<file path="src/rtl/core/psmx_pkg.sv">
// Shared types, codes and the volume table of the rhythm sample mixer.
package psmx_pkg;

    typedef enum logic [1:0] {
        CMD_WRITE = 2'd0,
        CMD_LOAD  = 2'd1,
        CMD_TICK  = 2'd2,
        CMD_NONE  = 2'd3
    } cmd_t;

    typedef enum logic [2:0] {
        ST_IDLE,
        ST_POS,
        ST_SMP,
        ST_MUL,
        ST_ACC,
        ST_DONE
    } state_t;

    typedef enum logic [1:0] {
        CFG_STEP   = 2'd0,
        CFG_MASTER = 2'd1,
        CFG_VATT   = 2'd2,
        CFG_SPARE  = 2'd3
    } cfg_idx_t;

    typedef struct packed {
        logic        [15:0] step;
        logic signed [8:0]  master_att;
        logic        [47:0] voice_att;
    } cfg_t;

    localparam logic [7:0] REG_KEY    = 8'h10;
    localparam logic [7:0] REG_TL     = 8'h11;
    localparam logic [7:0] REG_PAN_LO = 8'h18;
    localparam logic [7:0] REG_PAN_HI = 8'h1D;

    localparam int KEY_LIMIT  = 6;
    localparam int ROM_DEPTH  = 159;
    localparam int ATT_MIN    = -31;
    localparam int ATT_MAX    = 127;
    localparam int VOL_SHIFT  = 12;

    localparam logic [15:0] STEP_RESET = 16'd1024;

    typedef logic [15:0] vol_rom_t [ROM_DEPTH];

    // 2^(b/8) scaled by 10^12
    localparam logic [63:0] ROOT_EIGHTHS [8] = '{
        64'd1000000000000, 64'd1090507732665, 64'd1189207115002, 64'd1296839554651,
        64'd1414213562373, 64'd1542210825407, 64'd1681792830507, 64'd1834008086409
    };

    function automatic vol_rom_t build_vol_rom();
        vol_rom_t    rom;
        logic [63:0] v;
        int          e;
        for (int d = 0; d < ROM_DEPTH; d++)
        begin
            e = ROM_DEPTH - d;
            v = (ROOT_EIGHTHS[e & 7] << (e >> 3)) / 64'd1000000000000;
            rom[d] = 16'((v - 64'd1) >> 4);
        end
        return rom;
    endfunction

    localparam vol_rom_t VOL_ROM = build_vol_rom();

endpackage

</file>
<file path="src/rtl/core/psmx_cfg.sv">
// APB configuration registers: playback step, master and per-voice attenuation.
module psmx_cfg
    import psmx_pkg::*;
(
    input  logic        clk,
    input  logic        rst_n,
    input  logic        psel,
    input  logic        penable,
    input  logic        pwrite,
    input  logic [4:0]  paddr,
    input  logic [63:0] pwdata,
    output logic [63:0] prdata,
    output logic        pready,
    output cfg_t        cfg
);

    cfg_t     cfg_reg;
    cfg_idx_t idx;
    logic     wr;

    assign pready = 1'b1;
    assign idx    = cfg_idx_t'(paddr[4:3]);
    assign wr     = psel && penable && pwrite && pready;
    assign cfg    = cfg_reg;

    always_ff @(posedge clk or negedge rst_n)
    begin
        if (!rst_n)
        begin
            cfg_reg.step       <= STEP_RESET;
            cfg_reg.master_att <= '0;
            cfg_reg.voice_att  <= '0;
        end
        else if (wr)
        begin
            unique case (idx)
                CFG_STEP:   cfg_reg.step       <= pwdata[15:0];
                CFG_MASTER: cfg_reg.master_att <= pwdata[8:0];
                CFG_VATT:   cfg_reg.voice_att  <= pwdata[47:0];
                default:    ;
            endcase
        end
    end

    always_comb
    begin
        unique case (idx)
            CFG_STEP:   prdata = {48'd0, cfg_reg.step};
            CFG_MASTER: prdata = {55'd0, cfg_reg.master_att};
            CFG_VATT:   prdata = {16'd0, cfg_reg.voice_att};
            default:    prdata = '0;
        endcase
    end

endmodule

</file>
<file path="config.mk">
export PLATFORM = sky130hd
export DESIGN_NAME = psmx_cfg
export DESIGN_NICKNAME = d
export VERILOG_FILES = /design/src/rtl/core/psmx_pkg.sv /design/src/rtl/core/psmx_cfg.sv
export SDC_FILE = /design/constraint.sdc
export NUM_CORES = 1
export LEC_CHECK = 0
export ABC_CLOCK_PERIOD_IN_PS = 900
export BUFFER_PORTS_ARGS = -buffer_cell sky130_fd_sc_hd__buf_2
export CELL_PAD_IN_SITES_DETAIL_PLACEMENT = 0
export CELL_PAD_IN_SITES_GLOBAL_PLACEMENT = 1
export CORE_MARGIN = 5
export CORE_UTILIZATION = 29
export DETAILED_ROUTE_END_ITERATION = 12
export GPL_ROUTABILITY_DRIVEN = 0
export GPL_TIMING_DRIVEN = 0
export PLACE_DENSITY_LB_ADDON = 0.1
export SETUP_SLACK_MARGIN = 0.1
export SYNTH_ARGS = -nofsm -noshare
export SYNTH_HDL_FRONTEND = slang
export SYNTH_SLANG_ARGS = --single-unit
</file>
<file path="constraint.sdc">
create_clock -name clk -period 0.9 [get_ports clk]
set_input_delay 0.045 -clock clk [delete_from_list [all_inputs] [get_ports clk]]
set_output_delay 0.045 -clock clk [all_outputs]
set_load 0.01 [all_outputs]
</file>
Word-level counts from Yosys, hierarchy flattened
Cells that the tools add are included.
Widths: inputs -> output; s select.
{"block": "word_totals", "register_bits": 73, "out_inout_bits": 138, "wordCells": 12}
{"block": "op_classes", "n_reduce_logical": 6, "eq_ne": 2, "n_mux": 1}
{"cell": "$pmux 48 s3", "n": 1}
{"cell": "$reduce_and 2->1", "n": 3}
{"cell": "$eq 2x1->1 const B", "n": 1}
{"cell": "$eq 2x2->1 const B", "n": 1}
{"cell": "$logic_and 1x1->1", "n": 2}
{"cell": "$logic_not 2->1", "n": 1}

Depth between registers and ports, before layout
{"block": "logic_depth", "depth_word": 3, "mapped_depth": 5}

Worst setup path before layout
OpenSTA, ideal clock, no wires.
{"block": "synth_timing", "kind": "input-to-reg", "startpoint": "input port paddr[4]", "endpoint": "register cfg_reg (netlist bit cfg[57])", "stages": 4, "n_path_buf": 2, "slack_ns": -0.316, "arrival_ns": 1.091, "cell_sequence": "buf_2 nor3_4 buf_4 mux2_2"}
{"block": "synth_via", "elab_chain_len": 2}
{"item": "from (decl)", "line_no": "psmx_cfg.sv:10", "text": "input logic [4:0] paddr,"}
{"item": "$logic_not 2->1", "line_no": "psmx_cfg.sv:36", "text": "unique case (idx)"}
{"item": "$reduce_and 2->1 (no line)"}
{"item": "to (decl)", "line_no": "psmx_cfg.sv:17", "text": "cfg_t cfg_reg;"}
Every way passes these cells.
A chain may end at the register's enable or synchronous reset.

Final worst setup path
{"block": "layout_timing", "startpoint": "register cfg_reg (netlist bit cfg[67])", "endpoint": "output port prdata[10]"}
{"block": "layout_via", "elab_chain_len": 1}
{"item": "$pmux 48 s3", "line_no": "psmx_cfg.sv:47", "text": "unique case (idx)"}
{"item": "to (decl)", "line_no": "psmx_cfg.sv:12", "text": "output logic [63:0] prdata,"}
Every way passes these cells.

==> flow_metrics.py <==
metrics = {
    "die": {
        "die_w_um": 119,
        "num_rows": 39,
        "die_h_um": 119,
        "ios": 212,
        "die-area_um2": 14100,
        "core_area_um2": 11500,
        "start_util_pct": 29.7,
    },
    "global_route": {
        "gr-total-overflow": 0,
        "antenna_found_initial": 0,
        "grt_pass1_wl_um": 17900,
        "grt_max_degree": 42,
        "grt_usage_pct": 16.0,
        "grt_pass1_vias": 3272,
    },
    "final_layout": {
        "syn_to_final_growth_pct": 97.2,
        "fillers": 975,
        "layout.nets": 650,
        "design_area_um2": 6760,
        "largest_reg_flops": 73,
        "drive_above_1_share_pct": 64.0,
        "antenna_cells": 0,
    },
    "drt": {
        "viasPerCell": 4.26,
        "antenna_left": 0,
        "wl_per_cell_um": 15.8,
        "wl_um": 11400,
        "drt_iter0_markers": 68,
        "vias": 3082,
        "drcViolationCount": 0,
        "drtPass1Iterations": 4,
    },
    "placement": {
        "io_buffers": 175,
        "postPlaceCellArea_um2": 4700,
        "dp.final_hpwl_um": 7270,
        "place_worst_setup_slack_ns": -0.574,
    },
    "run_status": {
        "violations": "negative hold slack, negative setup slack",
        "status": "complete, but fails checks",
    },
    "setup_path": {
        "worstPathRequired_ns": 0.85,
        "r2r-start": "cfg[31]$_DFFE_PN0P_",
        "crit_path_end_kind": "output port",
        "cp_max_fo": 2,
        "worstPathArrival_ns": 1.13,
        "start_kind": "register",
        "startpoint": "cfg[67]$_DFFE_PN1P_",
        "worstSetupPathType": "reg2out",
        "worst-path-buf-inv": 1,
        "path_cells": "mux2i_1, nor2_1, buf_2",
        "critPathMaxStageDelay_ns": 0.52,
        "critical_path.top_delay_family": "flip-flops",
        "critPathSlowestCell": "dfstp_2",
    },
    "logic_synthesis": {
        "syn_avg_cell_area_um2": 13.3,
        "syn_inst": 258,
        "synthTopCellsByArea": "dfrtp_1, mux2_2, and2_1",
        "yosysWarnings": 0,
        "synth-edff-count": 0,
        "synth.most_common_cell": "dfrtp_1",
        "yosysTopAreaCell": "dfrtp_1",
        "synth_cell_types": 19,
        "yosysTopAreaCellShare_pct": 52.6,
        "synth-async-reset-ratio_pct": 100,
        "ys_seq_elements": 73,
        "synth_ff_type": "dfrtp_1",
        "ys_seq_area_share_pct": 53.4,
        "synth_top_cells_by_count": "dfrtp_1, mux2_2, and2_1",
        "syn-cell-area_um2": 3430,
    },
    "sta": {
        "post-route-min-period_ns": 1.18,
        "finClkSkew_ns": 0,
        "fin_ws_ns": -0.278,
        "holdWs_ns": -0.342,
        "setup_viol": 165,
        "final_max_slew_viol_count": 0,
        "fin_crit_sh_pct": 131,
        "rsz0062_at_grt": "yes",
        "achievable-frequency_mhz": 849,
        "final-hold-violation-count": 32,
    },
    "clock_tree": {
        "root_buffer": "clkbuf_16",
        "numCtsBuffers": 9,
        "clockBufferDepth": 2,
        "ctsHoldBuffers": 48,
        "htreeDepth": 3,
        "cts_tree": "yes",
        "clkTransAtPathRegs_ns": 0.06,
        "insertion_delay_ns": 0.33,
        "cts.sinks": 73,
    },
    "pwr": {
        "comb_power_share_pct": 39.8,
        "power_density_nw_per_um2": 2010,
        "switching_share_pct": 27.9,
        "seqPwrFrac_pct": 34.2,
        "ir_drop_mv": 1.07,
        "p_leak_nw": 3.52,
        "p_switching_w": 0.00380,
        "internal_power_w": 0.00979,
        "p_clk_share_pct": 26.0,
    },
    "job": {
        "cap_violations": 0,
    },
    "min_path": {
        "hold_path.class": "in2async",
    },
}
==> stage by stage <==
stage	cells	utilization [%]	TNS, ns	total power [W]
after floorplan	273	-	-11.82	0.00637
after global routing	724	58.7	-20.51	0.0143
after CTS	708	56.9	-15.41	0.0132
after detailed placement	592	40.8	-48.50	0.00792
after global placement	591	40.6	-103.83	0.00787
final	724	58.7	-14.21	0.0136
==> power groups by stage <==
stage	combinational [W]	clock, W	sequential (W)
detailed placement	0.00323	0	0.00469
CTS	0.00500	0.00362	0.00462
floorplan	0.00140	0	0.00497
global placement	0.00320	0	0.00467
global route	0.00582	0.00376	0.00473
finish	0.00541	0.00353	0.00464
==> timing repair <==
| item | 4_1_cts | 5_1_grt |
|---|---|---|
| hold endpoints to repair | 105 | 32 |
| setup endpoints to repair | 194 | 194 |
| gates resized for setup | 152 | 37 |
| setup buffers | 48 | 29 |
| pin swaps | 4 | 13 |
| cloned | 4 | 0 |
==> worst register-to-register path, stage by stage, from the launching register on <==
cell	delay, ns
dfrtp_1	0.39
buf_4	0.13
buf_4	0.12
mux2_4	0.25
==> layout make-up <==
cell class,count,area (um^2),share of cell area (%)
Clock inverter,3,40.0,0.593
Tap cell,143,179,2.65
Clock buffer,13,250,3.70
Sequential cell,73,1830,27.1
Buffer,32,340,5.04
Timing Repair Buffer,292,2420,35.9
Multi-Input combinational cell,168,1690,25.1
==> worst paths after layout <==
kind	to	slack (ns)	depth (start not counted)
max in group asynchronous	cfg[67]$_DFFE_PN1P_	0.60	2
worst min register to register	cfg[33]$_DFFE_PN0P_	0.52	1
worst min-delay path	cfg[39]$_DFFE_PN0P_	-0.34	1
min in group clk	cfg[1]$_DFFE_PN0P_	0.33	5
worst max-delay path	prdata[10]	-0.28	3
worst max register to register	cfg[31]$_DFFE_PN0P_	-0.11	3
==> routing by layer <==
layer	up-vias	wire length (um)	track usage (%)
li1	1483	-	-
met1	1470	5090	20.0
met2	122	5400	26.4
met3	7	777	4.82
met4	0	132	5.21
met5	-	0	0
==> placed cells by master (no fill, tap or decap), drive strengths merged <==
cell | netlist | routed
buf | 28 | 272
mux2 | 73 | 73
dfrtp | 72 | 72
dlygate4sd3 | 0 | 48
and2 | 32 | 32
conb | 2 | 17
clkbuf | 4 | 17
mux2i | 16 | 16
nand2 | 9 | 9
o21ai | 9 | 9
nor2 | 7 | 7
clkinv | 0 | 2
nor2b | 1 | 1
nand3 | 1 | 1
nor3 | 1 | 1
or3b | 1 | 1
nor3b | 1 | 1
dfstp | 1 | 1
bufinv | 0 | 1
==> cell families (layout without fill, tap and decap cells) <==
group                  after synthesis  after routing  share of synthesized area, %
AO/OA/AOI/OAI                        9              9                          1.31
buffers and inverters               32            340                          6.43
flip-flops                          73             73                          53.4
multiplexers                        89             89                          29.7
other                                2             17                         0.219
AND/OR/NAND/NOR                     53             53                          9.02
No activity file was read; power rests on OpenSTA's default activity.
