**config.mk**
```make
export PLATFORM = sky130hd
export DESIGN_NAME = psmx_engine_flat
export DESIGN_NICKNAME = d
export VERILOG_FILES = /design/src/rtl/core/psmx_pkg.sv /design/src/rtl/core/psmx_if.sv /design/src/rtl/core/psmx_engine.sv /design/src/flat_wrapper.sv
export SDC_FILE = /design/constraint.sdc
export NUM_CORES = 1
export LEC_CHECK = 0
export ABC_CLOCK_PERIOD_IN_PS = 8750
export BUFFER_PORTS_ARGS = -buffer_cell sky130_fd_sc_hd__buf_4
export CELL_PAD_IN_SITES_DETAIL_PLACEMENT = 0
export CELL_PAD_IN_SITES_GLOBAL_PLACEMENT = 1
export CORE_MARGIN = 2
export CORE_UTILIZATION = 23
export DETAILED_ROUTE_END_ITERATION = 12
export PLACE_DENSITY = 0.42
export SETUP_SLACK_MARGIN = 0.5
export SKIP_CTS_REPAIR_TIMING = 1
export SLEW_MARGIN = 20
export SYNTH_ARGS = -nofsm -noshare
export SYNTH_HDL_FRONTEND = slang
export SYNTH_SLANG_ARGS = --single-unit
```
**constraint.sdc**
```tcl
create_clock -name clk -period 8.75 [get_ports clk]
set_input_delay 0.875 -clock clk [delete_from_list [all_inputs] [get_ports clk]]
set_output_delay 0.875 -clock clk [all_outputs]
set_load 0.005 [all_outputs]
```
**src/rtl/core/psmx_pkg.sv**
```systemverilog
// Shared types, codes and the volume table of the rhythm sample mixer.
package psmx_pkg;

    typedef enum logic [1:0] {
        CMD_WRITE = 2'd0,
        CMD_LOAD  = 2'd1,
        CMD_TICK  = 2'd2,
        CMD_NONE  = 2'd3
    } cmd_t;

    typedef enum logic [2:0] {
        ST_IDLE,
        ST_POS,
        ST_SMP,
        ST_MUL,
        ST_ACC,
        ST_DONE
    } state_t;

    typedef enum logic [1:0] {
        CFG_STEP   = 2'd0,
        CFG_MASTER = 2'd1,
        CFG_VATT   = 2'd2,
        CFG_SPARE  = 2'd3
    } cfg_idx_t;

    typedef struct packed {
        logic        [15:0] step;
        logic signed [8:0]  master_att;
        logic        [47:0] voice_att;
    } cfg_t;

    localparam logic [7:0] REG_KEY    = 8'h10;
    localparam logic [7:0] REG_TL     = 8'h11;
    localparam logic [7:0] REG_PAN_LO = 8'h18;
    localparam logic [7:0] REG_PAN_HI = 8'h1D;

    localparam int KEY_LIMIT  = 6;
    localparam int ROM_DEPTH  = 159;
    localparam int ATT_MIN    = -31;
    localparam int ATT_MAX    = 127;
    localparam int VOL_SHIFT  = 12;

    localparam logic [15:0] STEP_RESET = 16'd1024;

    typedef logic [15:0] vol_rom_t [ROM_DEPTH];

    // 2^(b/8) scaled by 10^12
    localparam logic [63:0] ROOT_EIGHTHS [8] = '{
        64'd1000000000000, 64'd1090507732665, 64'd1189207115002, 64'd1296839554651,
        64'd1414213562373, 64'd1542210825407, 64'd1681792830507, 64'd1834008086409
    };

    function automatic vol_rom_t build_vol_rom();
        vol_rom_t    rom;
        logic [63:0] v;
        int          e;
        for (int d = 0; d < ROM_DEPTH; d++)
        begin
            e = ROM_DEPTH - d;
            v = (ROOT_EIGHTHS[e & 7] << (e >> 3)) / 64'd1000000000000;
            rom[d] = 16'((v - 64'd1) >> 4);
        end
        return rom;
    endfunction

    localparam vol_rom_t VOL_ROM = build_vol_rom();

endpackage

```
**src/rtl/core/psmx_if.sv**
```systemverilog
// Request channels of the mixer: input commands and mixed stereo results.
interface psmx_in_if;
    import psmx_pkg::*;
    logic               valid;
    logic               ready;
    logic [1:0]         cmd;
    logic [7:0]         reg_addr;
    logic [7:0]         reg_value;
    logic [2:0]         voice_index;
    logic [13:0]        load_address;
    logic signed [15:0] load_sample;
    logic               load_last;
    logic signed [15:0] mix_left;
    logic signed [15:0] mix_right;

    modport source (output valid, cmd, reg_addr, reg_value, voice_index, load_address,
                    load_sample, load_last, mix_left, mix_right, input ready);
    modport sink (input valid, cmd, reg_addr, reg_value, voice_index, load_address,
                  load_sample, load_last, mix_left, mix_right, output ready);
endinterface

interface psmx_out_if;
    logic               valid;
    logic               ready;
    logic signed [15:0] out_left;
    logic signed [15:0] out_right;

    modport source (output valid, out_left, out_right, input ready);
    modport sink (input valid, out_left, out_right, output ready);
endinterface

```
**src/rtl/core/psmx_engine.sv**
```systemverilog
// Voice sequencer: register decode, position memory and the per-voice mix pass.
module psmx_engine
    import psmx_pkg::*;
#(
    parameter int VOICES        = 6,
    parameter int VOICE_WORDS   = 16384,
    parameter int FRACTION_BITS = 10,
    parameter int AW            = 17
)
(
    input  logic               clk,
    input  logic               rst_n,
    psmx_in_if.sink            in_ch,
    psmx_out_if.source         out_ch,
    input  cfg_t               cfg,
    output logic               smem_we,
    output logic [AW-1:0]      smem_waddr,
    output logic signed [15:0] smem_wdata,
    output logic               smem_re,
    output logic [AW-1:0]      smem_raddr,
    input  logic signed [15:0] smem_rdata
);

    localparam int IDX_W  = (VOICE_WORDS > 1) ? $clog2(VOICE_WORDS) : 1;
    localparam int BASE_W = IDX_W + FRACTION_BITS;
    localparam int POS_W  = ((BASE_W > 16) ? BASE_W : 16) + 1;
    localparam int VW     = (VOICES > 1) ? $clog2(VOICES) : 1;

    state_t state_reg, state_next;

    logic [VW-1:0]      vcnt_reg;
    logic signed [15:0] left_reg, right_reg;
    logic [VOICES-1:0]  key_reg;
    logic [5:0]         tl_reg;
    logic [1:0]         pan_reg [VOICES];
    logic [4:0]         lvl_reg [VOICES];
    logic [POS_W-1:0]   len_reg [VOICES];
    logic               loaded_reg;
    logic [VOICES-1:0]  pos_vld_reg;
    logic [VOICES-1:0]  pos_zero_reg;

    logic [POS_W-1:0]   pos_mem [VOICES];
    logic [POS_W-1:0]   pos_rd_reg;

    logic               act_reg;
    logic [1:0]         pan_cur_reg;
    logic [15:0]        vol_reg;
    logic signed [32:0] prod_reg;

    logic               out_vld_reg;
    logic signed [15:0] out_l_reg, out_r_reg;

    logic               fire, mute, last_voice, slot_free, load_ok;
    cmd_t               cmd;
    logic [POS_W-1:0]   pos_eff;
    logic               active;
    logic signed [7:0]  vatt;
    logic signed [10:0] att;
    logic [7:0]         rom_idx;
    logic signed [20:0] term;
    logic signed [21:0] sum_l, sum_r;
    logic signed [15:0] sat_l, sat_r;

    assign cmd        = cmd_t'(in_ch.cmd);
    assign fire       = in_ch.valid && in_ch.ready;
    assign mute       = (key_reg == '0) || !loaded_reg
                        || (!cfg.master_att[8] && cfg.master_att[7]);
    assign last_voice = (vcnt_reg == VW'(VOICES - 1));
    assign slot_free  = !out_vld_reg || out_ch.ready;
    assign load_ok    = (32'(in_ch.voice_index) < VOICES)
                        && (32'(in_ch.load_address) < VOICE_WORDS);

    // a restarted voice reads as zero, one never written back as not playing
    assign pos_eff = pos_zero_reg[vcnt_reg] ? '0
                   : (pos_vld_reg[vcnt_reg] ? pos_rd_reg : '1);
    assign active  = key_reg[vcnt_reg] && (pos_eff < len_reg[vcnt_reg]);

    assign vatt = (32'(vcnt_reg) < KEY_LIMIT) ? cfg.voice_att[{vcnt_reg, 3'b000} +: 8] : 8'sd0;
    assign att  = $signed({5'd0, tl_reg}) + 11'(cfg.master_att)
                + $signed({6'd0, lvl_reg[vcnt_reg]}) + 11'(vatt);

    always_comb
    begin
        if (att < 11'(ATT_MIN))
        begin
            rom_idx = 8'd0;
        end
        else if (att > 11'(ATT_MAX))
        begin
            rom_idx = 8'(ATT_MAX - ATT_MIN);
        end
        else
        begin
            rom_idx = 8'(att - 11'(ATT_MIN));
        end
    end

    assign term  = prod_reg[32:VOL_SHIFT];
    assign sum_l = 22'(left_reg) + 22'(term);
    assign sum_r = 22'(right_reg) + 22'(term);

    always_comb
    begin
        if (sum_l < -22'sd32768)     sat_l = -16'sd32768;
        else if (sum_l > 22'sd32767) sat_l = 16'sd32767;
        else                         sat_l = sum_l[15:0];
        if (sum_r < -22'sd32768)     sat_r = -16'sd32768;
        else if (sum_r > 22'sd32767) sat_r = 16'sd32767;
        else                         sat_r = sum_r[15:0];
    end

    // next state
    always_comb
    begin
        state_next = state_reg;
        unique case (state_reg)
            ST_IDLE:
            begin
                if (fire && cmd == CMD_TICK)
                begin
                    state_next = mute ? ST_DONE : ST_POS;
                end
            end
            ST_POS:  state_next = ST_SMP;
            ST_SMP:  state_next = ST_MUL;
            ST_MUL:  state_next = ST_ACC;
            ST_ACC:  state_next = last_voice ? ST_DONE : ST_POS;
            ST_DONE:
            begin
                if (slot_free)
                begin
                    state_next = ST_IDLE;
                end
            end
            default: state_next = ST_IDLE;
        endcase
    end

    // outputs
    always_comb
    begin
        in_ch.ready = (state_reg == ST_IDLE);
        smem_we     = fire && (cmd == CMD_LOAD) && load_ok;
        smem_waddr  = AW'(in_ch.voice_index * VOICE_WORDS) + AW'(in_ch.load_address);
        smem_wdata  = in_ch.load_sample;
        smem_re     = (state_reg == ST_SMP) && active;
        smem_raddr  = AW'(vcnt_reg * VOICE_WORDS) + AW'(IDX_W'(pos_eff >> FRACTION_BITS));
    end

    assign out_ch.valid     = out_vld_reg;
    assign out_ch.out_left  = out_l_reg;
    assign out_ch.out_right = out_r_reg;

    always_ff @(posedge clk or negedge rst_n)
    begin
        if (!rst_n)
        begin
            state_reg    <= ST_IDLE;
            vcnt_reg     <= '0;
            key_reg      <= '0;
            tl_reg       <= '0;
            loaded_reg   <= 1'b0;
            pos_vld_reg  <= '0;
            pos_zero_reg <= '0;
            out_vld_reg  <= 1'b0;
            for (int i = 0; i < VOICES; i++)
            begin
                pan_reg[i] <= '0;
                lvl_reg[i] <= '0;
                len_reg[i] <= '0;
            end
        end
        else
        begin
            state_reg <= state_next;

            if (fire && cmd == CMD_WRITE)
            begin
                if (in_ch.reg_addr == REG_KEY)
                begin
                    for (int i = 0; i < VOICES; i++)
                    begin
                        if (!in_ch.reg_value[7])
                        begin
                            if (in_ch.reg_value[i])
                            begin
                                pos_zero_reg[i] <= 1'b1;
                                if (i < KEY_LIMIT)
                                begin
                                    key_reg[i] <= 1'b1;
                                end
                            end
                        end
                        else if (in_ch.reg_value[i] || i >= KEY_LIMIT)
                        begin
                            key_reg[i] <= 1'b0;
                        end
                    end
                end
                else if (in_ch.reg_addr == REG_TL)
                begin
                    tl_reg <= ~in_ch.reg_value[5:0];
                end
                else if (in_ch.reg_addr >= REG_PAN_LO && in_ch.reg_addr <= REG_PAN_HI)
                begin
                    for (int i = 0; i < VOICES; i++)
                    begin
                        if (in_ch.reg_addr[2:0] == 3'(i))
                        begin
                            pan_reg[i] <= in_ch.reg_value[7:6];
                            lvl_reg[i] <= ~in_ch.reg_value[4:0];
                        end
                    end
                end
            end

            if (smem_we)
            begin
                loaded_reg <= 1'b1;
                if (in_ch.load_last)
                begin
                    for (int i = 0; i < VOICES; i++)
                    begin
                        if (in_ch.voice_index == 3'(i))
                        begin
                            len_reg[i]      <= POS_W'({1'b0, in_ch.load_address} + 15'd1)
                                               << FRACTION_BITS;
                            pos_zero_reg[i] <= 1'b1;
                        end
                    end
                end
            end

            if (fire && cmd == CMD_TICK)
            begin
                vcnt_reg <= '0;
            end
            else if (state_reg == ST_ACC && !last_voice)
            begin
                vcnt_reg <= vcnt_reg + VW'(1);
            end

            if (state_reg == ST_SMP && active)
            begin
                pos_vld_reg[vcnt_reg]  <= 1'b1;
                pos_zero_reg[vcnt_reg] <= 1'b0;
            end

            // hold the result until the sink takes it
            if (state_reg == ST_DONE && slot_free)
            begin
                out_vld_reg <= 1'b1;
            end
            else if (out_ch.ready)
            begin
                out_vld_reg <= 1'b0;
            end
        end
    end

    // position memory and mix datapath
    always_ff @(posedge clk)
    begin
        if (state_reg == ST_POS)
        begin
            pos_rd_reg <= pos_mem[vcnt_reg];
        end
        if (state_reg == ST_SMP && active)
        begin
            pos_mem[vcnt_reg] <= pos_eff + POS_W'(cfg.step);
        end
        if (state_reg == ST_SMP)
        begin
            act_reg     <= active;
            pan_cur_reg <= pan_reg[vcnt_reg];
            vol_reg     <= VOL_ROM[rom_idx];
        end
        if (state_reg == ST_MUL)
        begin
            prod_reg <= smem_rdata * $signed({1'b0, vol_reg});
        end
        if (fire && cmd == CMD_TICK)
        begin
            left_reg  <= in_ch.mix_left;
            right_reg <= in_ch.mix_right;
        end
        else if (state_reg == ST_ACC && act_reg)
        begin
            if (pan_cur_reg[1]) left_reg  <= sat_l;
            if (pan_cur_reg[0]) right_reg <= sat_r;
        end
        if (state_reg == ST_DONE && slot_free)
        begin
            out_l_reg <= left_reg;
            out_r_reg <= right_reg;
        end
    end

endmodule

```
**src/flat_wrapper.sv**
```systemverilog
// flat-port wrapper written by rule: the top's interface ports become plain ports
module psmx_engine_flat import psmx_pkg::*;
#(
    parameter int VOICES        = 6,
    parameter int VOICE_WORDS   = 16384,
    parameter int FRACTION_BITS = 10,
    parameter int AW            = 17
)
  (clk, rst_n, cfg, smem_we, smem_waddr, smem_wdata, smem_re, smem_raddr, smem_rdata, in_ch_valid, in_ch_cmd, in_ch_reg_addr, in_ch_reg_value, in_ch_voice_index, in_ch_load_address, in_ch_load_sample, in_ch_load_last, in_ch_mix_left, in_ch_mix_right, in_ch_ready, out_ch_valid, out_ch_out_left, out_ch_out_right, out_ch_ready);
  psmx_in_if in_ch_i ();
  psmx_out_if out_ch_i ();
  input  logic clk;
  input  logic rst_n;
  input  cfg_t cfg;
  output logic smem_we;
  output logic [AW-1:0] smem_waddr;
  output logic signed [15:0] smem_wdata;
  output logic smem_re;
  output logic [AW-1:0] smem_raddr;
  input  logic signed [15:0] smem_rdata;
  input wire logic [$bits(in_ch_i.valid)-1:0] in_ch_valid;
  input wire logic [$bits(in_ch_i.cmd)-1:0] in_ch_cmd;
  input wire logic [$bits(in_ch_i.reg_addr)-1:0] in_ch_reg_addr;
  input wire logic [$bits(in_ch_i.reg_value)-1:0] in_ch_reg_value;
  input wire logic [$bits(in_ch_i.voice_index)-1:0] in_ch_voice_index;
  input wire logic [$bits(in_ch_i.load_address)-1:0] in_ch_load_address;
  input wire logic [$bits(in_ch_i.load_sample)-1:0] in_ch_load_sample;
  input wire logic [$bits(in_ch_i.load_last)-1:0] in_ch_load_last;
  input wire logic [$bits(in_ch_i.mix_left)-1:0] in_ch_mix_left;
  input wire logic [$bits(in_ch_i.mix_right)-1:0] in_ch_mix_right;
  output wire logic [$bits(in_ch_i.ready)-1:0] in_ch_ready;
  output wire logic [$bits(out_ch_i.valid)-1:0] out_ch_valid;
  output wire logic [$bits(out_ch_i.out_left)-1:0] out_ch_out_left;
  output wire logic [$bits(out_ch_i.out_right)-1:0] out_ch_out_right;
  input wire logic [$bits(out_ch_i.ready)-1:0] out_ch_ready;
  assign in_ch_i.valid = in_ch_valid;
  assign in_ch_i.cmd = in_ch_cmd;
  assign in_ch_i.reg_addr = in_ch_reg_addr;
  assign in_ch_i.reg_value = in_ch_reg_value;
  assign in_ch_i.voice_index = in_ch_voice_index;
  assign in_ch_i.load_address = in_ch_load_address;
  assign in_ch_i.load_sample = in_ch_load_sample;
  assign in_ch_i.load_last = in_ch_load_last;
  assign in_ch_i.mix_left = in_ch_mix_left;
  assign in_ch_i.mix_right = in_ch_mix_right;
  assign in_ch_ready = in_ch_i.ready;
  assign out_ch_valid = out_ch_i.valid;
  assign out_ch_out_left = out_ch_i.out_left;
  assign out_ch_out_right = out_ch_i.out_right;
  assign out_ch_i.ready = out_ch_ready;
  psmx_engine #(.VOICES(VOICES), .VOICE_WORDS(VOICE_WORDS), .FRACTION_BITS(FRACTION_BITS), .AW(AW)) u_core (.clk(clk), .rst_n(rst_n), .in_ch(in_ch_i), .out_ch(out_ch_i), .cfg(cfg), .smem_we(smem_we), .smem_waddr(smem_waddr), .smem_wdata(smem_wdata), .smem_re(smem_re), .smem_raddr(smem_raddr), .smem_rdata(smem_rdata));
endmodule
```
# Yosys cells after proc, flatten, opt, wreduce, memory -nomap -nowiden
# Memories as Yosys holds them, arrays and structs flattened. A register that Yosys moved wholly into a read port is not among the register bits.
# Cells that the tools add are included.
[totals] regBits=264 mem_bits_rw=150 rom_bits=4096 output_inout_bits=86 elab_cells=234 memories=2
[mem_list] name="(name not given)" depth=256 word_bits=16 read_ports=1 rd_clocked_by_memory_dff=1 wr=0 line_no="psmx_engine.sv:276" source="vol_reg <= VOL_ROM[rom_idx];"
[mem_list] name="u_core.pos_mem" depth=6 word_bits=25 read_ports=1 rd_clocked_by_memory_dff=1 wr=1 line_no="psmx_engine.sv:42" source="logic [POS_W-1:0] pos_mem [VOICES];"
[op_classes] n_addsub=11 mul=1 magnitude_cmp=14 n_eq_ne=22 shift=1 muxes=84 bitwise_logic=9 n_reduce_logical=52
[op_table] cell="$mux W16" count=10
[op_table] cell="$mux W25" count=4
[op_table] cell="$bmux W25 S3" count=1
[op_table] cell="$shiftx A48 B7 Y8" count=1
[op_table] cell="$add A16 B21 Y22" count=2
[op_table] cell="$gt A22 B16 Y1 const B" count=2
[op_table] cell="$lt A22 B16 Y1 const B" count=2
[op_table] cell="$mux W1" count=44
[op_table] cell="$reduce_and A3 Y1" count=13
[op_table] cell="$add A17 B14 Y17" count=2
[op_table] cell="$mul A16 B17 Y33" count=1
[op_table] cell="$mux W6" count=5
[op_table] cell="$reduce_and A5 Y1" count=6
[op_table] cell="$add A25 B16 Y25" count=1
[op_table] cell="$lt A25 B25 Y1" count=1
[op_table] cell="$mux W8" count=3
[op_table] cell="$eq A3 B3 Y1 const B" count=7
[op_table] cell="$eq A3 B2 Y1 const B" count=6
[op_table] cell="$mux W3" count=6
[op_table] cell="$pmux W3 S6" count=1
[op_table] cell="$eq A8 B5 Y1 const B" count=2
[op_table] cell="$add A14 B1 Y15 const B" count=1
[op_table] cell="$bmux W5 S3" count=1
[op_table] cell="$logic_and A1 B1 Y1" count=13
[op_table] cell="other kinds (37)" count=59

# Depth between registers and ports, before layout
# Gate-level depths: netlist of run 1.
[depth] ltp_word=10 mapped_depth=30

# Worst setup path before layout of run 1
# No wires, ideal clock.
[synth_timing] path_kind="input to register" from="input port smem_rdata[9]" to="register u_core.prod_reg[32] (data pin)" setup_time_ns=0.260 arrival_ns=6.509 path_slack_ns=1.981 cell_stages=24 n_path_buf=1 cell_sequence="clkbuf_1 > nand2_1 > fa_1 > inv_1 > fa_1 > inv_1 > fa_1 > inv_1 > fa_1 > inv_1 > fa_1 > inv_1 > fa_1 > ha_1 > and4_1 > a21o_1 > o2111ai_1 > o211a_1 > o21ai_0 > a31oi_1 > o21ai_0 > o21a_1 > nor2_1 > xnor2_1"
[synth_via] elab_chain_cells=1
[synth_rtl] item="start, declared" line_no="flat_wrapper.sv:20" source="input logic signed [15:0] smem_rdata;"
[synth_rtl] item="$mul A16 B17 Y33" line_no="psmx_engine.sv:280" source="prod_reg <= smem_rdata * $signed({1'b0, vol_reg});"
[synth_rtl] item="end signal, assigned" line_no="psmx_engine.sv:280"
[synth_rtl] item="end, declared" line_no="psmx_engine.sv:48" source="logic signed [32:0] prod_reg;"
# Every way passes these cells.
# A chain may end at the register's enable or synchronous reset.

# Final worst setup path of run 1
[layout_timing] from="register u_core.vcnt_reg[0]" to="register u_core.vol_reg[0] (data pin)"
[layout_via] elab_chain_cells=10
[layout_rtl] item="start, declared" line_no="psmx_engine.sv:31" source="logic [VW-1:0] vcnt_reg;"
[layout_rtl] item="start signal, assigned" line_no="psmx_engine.sv:240" source="vcnt_reg <= vcnt_reg + VW'(1);"
[layout_rtl] item="$not A3 Y4 (not written as such)" line_no="psmx_engine.sv:80" source="+ $signed({6'd0, lvl_reg[vcnt_reg]}) + 11'(vatt);"
[layout_rtl] item="$bmux W5 S3" line_no="psmx_engine.sv:80"
[layout_rtl] item="$mux W5 (not written as such) (2 in a row)" line_no="psmx_engine.sv:80"
[layout_rtl] item="$add A11 B6 Y11" line_no="psmx_engine.sv:80"
[layout_rtl] item="$add A11 B8 Y11 (*)" line_no="psmx_engine.sv:80"
[layout_rtl] item="$gt A11 B8 Y1 / $sub A8 B6 Y8 (equally long branches)" line_no="psmx_engine.sv:88, psmx_engine.sv:94"
[layout_rtl] item="$mux W8" line_no="psmx_engine.sv:88" source="else if (att > 11'(ATT_MAX))"
[layout_rtl] item="$mux W8 (*)" line_no="psmx_engine.sv:84" source="if (att < 11'(ATT_MIN))"
[layout_rtl] item="$not A8 Y9 (not written as such) (*)" line_no="psmx_engine.sv:276"
[layout_rtl] item="end, declared" line_no="psmx_engine.sv:47" source="logic [15:0] vol_reg;"
# Every way passes the cells marked *; elsewhere a longest branch is shown, timed or not. The select of a mux whose other input is x is not followed.

==> out/results.ini, run 1 <==
[timing]
timing.final.crit_share=0.834
fin_skew_ns=0.0555
setup_violations=0
maxSlewHeadroom=0.286
tns_ns=0
rsz0062_at_grt=false
period_needed_ns=7.29
drv_slew=0
hold_viol=0
worstMarginPinSlew_ns=1.07
fin_ws_ns=1.46
fmax_ghz=0.137

[floorplan]
initial_core_util=0.232
die_w_um=376
coreArea_mm2=0.137
row_count=136
die_h_um=376
dieArea_mm2=0.142
ios=263

[clock_tree]
clk_latency_ns=0.64
cts_made_buffers=52
ctsLongestPathBuffers=3
root_buffer=clkbuf_16
cts_tree=built
cts_sinks=443
cts.clk_slew.worst_paths_ns=0.06
htreeDepth=2

[routing]
drtIter0Drc=1139
vias_per_cell=4.55
routed_wl_um=106000
vias=23364
final_antenna_net_count=0
wl_per_cell_um=20.6
dr.pass1.iters=5
route.detailed.drc=0

[worst_hold_path]
hp-class=primary input to asynchronous set/reset pin

[logic_synthesis]
seq_area_frac_synth=0.392
synth_warnings=0
synthesis.instances=3115
synth-edff-count=279
synth_flop_cell=edfxtp_1
async_flop_share=0.370
ys_types=106
syn_nets=3721
syn_avg_cell_area_um2=10.2
synth_seq_cells=443
synth_area_mm2=0.0319

[critical_path]
worst-path-max-fanout=23
cp.arrival_ns=7.66
start_kind=register
crit_required_ns=9.12
critical_path_class=register to register
cp-end-kind=register

[place]
detailedPlace.worstSlack_ns=1.33
gp_congestion=0.778
portBuffers=230
dp_hpwl_um=79300
dp.cells=5042

[cells_and_area]
fin_cells=5137
drive_above_1_share=0.145
fill_cells=14616
largest_reg_flops=150
syn_to_final_growth_pct=16.9
diodes=0
nets=3909

[global_routing]
grt_pass1_wl_um=161000
grt_pass1_vias=24684
antenna_found_initial=2
gr-total-overflow=0
grt_max_degree=89
track_usage=0.149

[run_status]
status=completed

[job]
drv_cap=0

-- worst paths after layout --
kind,start,endpoint,slack [ns],cells past startpoint
max in group asynchronous,rst_n,u_core.len_reg[87],7.24,2
min reg2reg,u_core.loaded_reg,u_core.loaded_reg,0.46,1
max reg2reg,u_core.vcnt_reg[0],u_core.vol_reg[0],1.46,27
max,u_core.vcnt_reg[0],u_core.vol_reg[0],1.46,27
min in group clk,u_core.loaded_reg,u_core.loaded_reg,0.46,1
min,rst_n,u_core.len_reg[97],0.29,1
-- cell usage in the layout, fill, tap and decap left out, types with 14 or more instances in the layout --
cell / count
mux2_2: 35
xnor2_1: 67
dfrtp_1: 162
nand2b_1: 27
nor2_1: 208
a31oi_1: 33
nand2_1: 402
fa_1: 203
nand3_1: 55
mux2i_1: 26
inv_1: 284
a21oi_1: 127
nor3_1: 38
o211ai_1: 17
a21o_1: 29
o21a_1: 23
a22oi_1: 71
a211oi_1: 26
a221o_1: 21
a221oi_1: 33
ha_1: 226
clkbuf_16: 52
and2_1: 103
o21bai_1: 14
clkbuf_1: 15
o21ai_0: 190
xor2_1: 25
nor2b_1: 16
nand4_1: 15
buf_4: 294
edfxtp_1: 279
-- metal layers --
metal / global-route usage / wire length [um] / vias up
li1: - / - / 11227
met1: 0.204 / 49800 / 11622
met2: 0.250 / 50200 / 421
met3: 0.0235 / 4500 / 92
met4: 0.0271 / 1660 / 2
met5: 0 / 13 / -
-- worst max-delay path, stage by stage (launching register included) --
cell and delay (ns):
dfrtp_2 0.76, buf_4 0.36, nor3b_2 0.08, buf_4 0.21, a22o_1 0.25, a221o_1 0.26
a221oi_1 0.36, fa_1 0.49, inv_1 0.09, ha_1 0.19, inv_1 0.06, fa_1 0.40
nor2b_1 0.23, o21ai_1 0.16, a211o_2 0.38, a41oi_4 0.28, a31oi_2 0.27, nor2_4 0.27
nand2_2 0.12, ha_1 0.32, inv_1 0.06, ha_1 0.26, nor2_1 0.27, a21oi_1 0.11
and3_1 0.21, or3_1 0.35, o2111ai_1 0.12, o211ai_1 0.11
-- logic make-up after synthesis --
family,synth area share
adder cells (fa/ha/maj),0.216
multiplexers,0.0205
AO/OA/AOI/OAI,0.149
AND/OR/NAND/NOR,0.136
flip-flops,0.392
XOR/XNOR,0.0272
buffers and inverters,0.0590
-- cell usage after synthesis, drive strengths merged (19+ instances only) --
master	count	share of area
nor2	214	0.026
ha	226	0.089
fa	203	0.13
a221o	21	0.0066
and2	107	0.021
a221oi	35	0.010
nor3	40	0.0064
a211oi	27	0.0068
a21o	32	0.0077
clkbuf	104	0.013
buf	59	0.012
xnor2	69	0.019
o211ai	19	0.0048
a21oi	132	0.022
edfxtp	279	0.26
nand2	406	0.048
mux2i	26	0.0082
nand3	55	0.0086
o21a	23	0.0054
inv	287	0.034
xor2	26	0.0077
nand2b	27	0.0053
a22oi	72	0.017
o21ai	201	0.032
a31oi	34	0.0069
dfrtp	164	0.13
mux2	35	0.012
-- per-stage QoR --
| step | area (um2) | utilization | hold WS [ns] |
|---|---|---|---|
| finish | 37300 | 0.271 | 0.286 |
| global route | 37300 | 0.271 | 0.364 |
| global placement | 35600 | 0.259 | 0.443 |
| floorplan | 31900 | - | 0.429 |
| detailed placement | 35600 | 0.259 | 0.446 |
| CTS | 37200 | 0.271 | 0.330 |
-- layout make-up --
class	instances	area (um2)	area share
Timing Repair Buffer	297	2250	0.0604
Inverter	287	1080	0.0289
Sequential cell	443	12500	0.335
Multi-Input combinational cell	2222	17600	0.472
Clock buffer	72	1430	0.0383
Clock inverter	22	196	0.00527
Tap cell	1794	2240	0.0602
Power of run 1 is not shown: default switching activity piles up to over one toggle a cycle in this logic, so the estimate is an artifact.
==> inputs of run 2 (changes only) <==
- ABC_CLOCK_PERIOD_IN_PS: 8750 -> 7100
- clock period: 8.75 -> 7.1 ns (I/O delays scaled with it)
==> run 2 against run 1 <==
Effect of this change: critical path depth down 5; clock skew up 0.0055 ns; count of clock-buffer cells in the layout unchanged; non-clock buffer count up 80; critical path type unchanged; highest routed layer unchanged; routed wire length up 0.15%; critical endpoint is now u_core.prod_reg[30]; global-route usage about the same.
==> out/results.ini, run 2 (synthesized netlist as in run 1, its figures left out) <==
[floorplan]
die_h_um=376
initial_core_util=0.232
die_w_um=376
coreArea_mm2=0.137
row_count=136
ios=263
dieArea_mm2=0.142

[global_routing]
use_met1=0.203
grt_max_degree=72
gr-total-overflow=0
track_usage=0.149
use_met3=0.0197
grt_pass1_wl_um=160000
grt_pass1_vias=24853
use_met2=0.252
busiest_layer=met2
antenna_found_initial=3

[routing]
route.detailed.drc=0
dr.pass1.iters=5
routed_wl_um=106000
drtIter0Drc=1108
wl_per_cell_um=20.3
vias=23646
vias_per_cell=4.52
final_antenna_net_count=0

[cells_and_area]
fill_cells=14738
diodes=0
drive_above_1_share=0.171
final_cell_mix=nand2_1, buf_4, inv_1
largest_reg_flops=150
syn_to_final_growth_pct=19.8
nets=3992
layout_commonest_cell=nand2_1

[critical_path]
cp-end-kind=register
worst-path-max-fanout=8
cp.arrival_ns=6.70
start_kind=register
crit_top_cell=fa_1
worst-path-buf-inv=5
cpLargestDelayFamily=adder cells
crit_required_ns=7.47
crit_slowest_cell=edfxtp_1
path_cells=buf_4 -> nand2_1 -> fa_1 -> inv_1 -> fa_1 -> fa_1 -> fa_1 -> inv_1 -> fa_1 -> inv_1 -> fa_1 -> ha_1 -> and4_1 -> a21o_1 -> o2111ai_1 -> o211a_1 -> o21ai_2 -> a31oi_2 -> buf_4 -> o21bai_1 -> a211oi_2 -> nor2_1
critical_path_class=register to register
cp_slowest_stage_delay_ns=0.57

[place]
portBuffers=230
gp_congestion=0.771
dp_hpwl_um=80600

[run_status]
status=completed

[clock_tree]
cts.clk_slew.worst_paths_ns=0.06
cts_made_buffers=55
cts_tree=built
root_buffer=clkbuf_16
cts_sinks=443
clk_latency_ns=0.67
htreeDepth=2
ctsLongestPathBuffers=3

[timing]
timing.final.crit_share=0.891
worstMarginPinSlew_ns=1.03
drv_slew=0
maxSlewHeadroom=0.309
tns_ns=0
hold_viol=0
fmax_ghz=0.158
period_needed_ns=6.33
setup_violations=0
fin_skew_ns=0.0610
rsz0062_at_grt=false

[worst_hold_path]
hp-class=primary input to asynchronous set/reset pin

[job]
drv_cap=0

==> run 2: worst register-to-register path, cell delays in order, from the launching register on <==
cell,delay (ns)
edfxtp_1,0.57
buf_4,0.21
nand2_1,0.07
fa_1,0.54
inv_1,0.06
fa_1,0.55
fa_1,0.43
fa_1,0.49
inv_1,0.05
fa_1,0.53
inv_1,0.05
fa_1,0.48
ha_1,0.34
and4_1,0.22
a21o_1,0.18
o2111ai_1,0.17
o211a_1,0.25
o21ai_2,0.11
a31oi_2,0.26
buf_4,0.16
o21bai_1,0.09
a211oi_2,0.22
nor2_1,0.06
==> run 2: per-stage QoR <==
stage	cell area, um2	cells	hold slack, ns	utilization	worst slack (ns)
after floorplan	31900	3115	0.414	-	0.522
after global placement	36100	5100	0.445	0.262	0.267
after detailed placement	36100	5100	0.443	0.262	0.233
after CTS	37900	5203	0.0691	0.276	0.271
after global routing	38200	5226	0.104	0.278	0.474
final	38200	5226	0.0895	0.278	0.772
==> run 2: path summary, 6_finish.rpt <==
path	start	to	slack (ns)	cells past startpoint
setup / recovery	u_core.vol_reg[6]	u_core.prod_reg[30]	0.77	22
hold reg to reg	u_core.left_reg[2]	u_core.out_ch.out_left[2]	0.46	0
min in group clk	in_ch_reg_value[5]	u_core.key_reg[5]	0.31	2
setup reg to reg	u_core.vol_reg[6]	u_core.prod_reg[30]	0.77	22
max in group asynchronous	rst_n	u_core.tl_reg[5]	5.77	2
hold / removal	rst_n	u_core.len_reg[98]	0.09	1
==> run 2: cell type report <==
| type | instances | area, um2 | share of cell area |
|---|---|---|---|
| well taps | 1794 | 2240 | 0.0588 |
| repair buffers | 377 | 2900 | 0.0760 |
| clock inverters | 31 | 324 | 0.00849 |
| inverters | 287 | 1080 | 0.0282 |
| clock buffers | 72 | 1490 | 0.0391 |
| multi-input cells | 2222 | 17700 | 0.462 |
| flip-flops and latches | 443 | 12500 | 0.327 |
==> run 2: layer usage <==
layer  share of wire  wire [um]
met2            0.48      50500
met4           0.015       1620
met5         0.00025         27
met1            0.48      50700
met3           0.032       3400
Power of run 2 is left out for the same reason.
==> inputs of run 3 (changes only) <==
- ABC_CLOCK_PERIOD_IN_PS: 7100 -> 7300
- clock period: 7.1 -> 7.3 ns (I/O delays scaled with it)
==> run 3 against run 2 <==
Effect of this change: critical path depth down 5; clock skew fell by 0.012 ns; die area unchanged; core utilization down 0.20 points; global-route usage is essentially flat; setup slack better by 0.12 ns; count of clock-buffer cells in the layout shrank 2; hold slack gained 0.083 ns.
==> out/results.ini, run 3 (synthesized netlist as in run 1, its figures left out) <==
[run_status]
status=completed

[floorplan]
dieArea_mm2=0.142
die_w_um=376
die_h_um=376
initial_core_util=0.232
ios=263
row_count=136
coreArea_mm2=0.137

[clock_tree]
root_buffer=clkbuf_16
cts_made_buffers=54
cts_sinks=443
ctsLongestPathBuffers=3
cts.clk_slew.worst_paths_ns=0.06
clk_latency_ns=0.66
cts_tree=built
htreeDepth=2

[global_routing]
grt_pass1_wl_um=160000
track_usage=0.149
antenna_found_initial=1
gr-total-overflow=0
grt_max_degree=90
grt_pass1_vias=24386

[cells_and_area]
diodes=0
nets=3979
fill_cells=14667
fin_cells=5207
final_cell_mix=nand2_1, buf_4, inv_1
layout_commonest_cell=nand2_1
multi_input_area_mm2=0.0176
largest_reg_flops=150
seqCellArea_mm2=0.0125
syn_to_final_growth_pct=18.9
drive_above_1_share=0.163

[routing]
vias=23539
route.detailed.drc=0
dr.pass1.iters=5
drtIter0Drc=1145
routed_wl_um=106000
final_antenna_net_count=0
wl_per_cell_um=20.3
vias_per_cell=4.52

[timing]
tns_ns=0
timing.final.crit_share=0.878
worstMarginPinSlew_ns=0.981
setup_violations=0
hold_viol=0
period_needed_ns=6.41
rsz0062_at_grt=false
maxSlewHeadroom=0.340
drv_slew=0
fin_ws_ns=0.889
fmax_ghz=0.156
fin_skew_ns=0.0485

[place]
gp_congestion=0.770
detailedPlace.worstSlack_ns=0.424
dp.cells=5095
portBuffers=230
dp_hpwl_um=80400

[critical_path]
crit_required_ns=6.57
cp.arrival_ns=5.68
start_kind=register
r2r_cells=22
critical_path_class=register to output port
cp-end-kind=output port
worst-path-max-fanout=30

[job]
drv_cap=0

[worst_hold_path]
hp-class=primary input to asynchronous set/reset pin

[run 3: changes by cell type in the layout (fill, tap and decap cells not counted), sizes merged]
cell	change
clkinvlp	+2
buf	-12
clkinv	-4
clkbuf	-2
inv	-2
bufinv	-1
[run 3: cell type report]
type	instances	area share
clock buffer	70	0.0375
clock inverter	26	0.00670
inverter	287	0.0284
multi-input combinational	2222	0.465
sequential	443	0.329
tap	1794	0.0592
timing repair buffer	365	0.0743
[run 3: per-layer routing]
metal  share of wire  up-vias  global-route usage
met5               0        -                   0
met4           0.017        0              0.0309
met3           0.029       82              0.0169
met2            0.48      359               0.251
met1            0.48    11720               0.206
li1                -    11378                   -
[run 3: worst paths after layout]
check | from | to | slack, ns
min in group clk | in_ch_load_address[0] | u_core.len_reg[110] | 0.35
hold reg to reg | u_core.left_reg[9] | u_core.out_ch.out_left[9] | 0.45
max in group asynchronous | rst_n | u_core.len_reg[90] | 5.89
hold / removal | rst_n | u_core.len_reg[149] | 0.17
setup / recovery | u_core.vcnt_reg[2] | smem_re | 0.89
setup reg to reg | u_core.vol_reg[2] | u_core.prod_reg[32] | 0.92
[run 3: through the flow]
stage	util	instance area [um2]	hold WS, ns
after global placement	0.262	36000	0.449
after floorplan	-	31900	0.429
final	0.276	37900	0.172
after detailed placement	0.262	36100	0.452
after CTS	0.275	37800	0.177
after global routing	0.276	37900	0.222
[run 3: critical path, stage by stage (launching register included)]
cell	delay, ns
dfrtp_2	0.55
and3b_2	0.39
buf_4	0.23
buf_4	0.48
a22oi_1	0.23
nand3_1	0.29
buf_4	0.37
nor2_1	0.16
ha_1	0.32
o21a_1	0.10
o21a_1	0.16
o21a_1	0.16
o21a_1	0.15
o21ai_0	0.19
a21oi_1	0.12
o2111a_1	0.32
and4bb_2	0.53
buf_4	0.21
Power of run 3 is left out for the same reason.
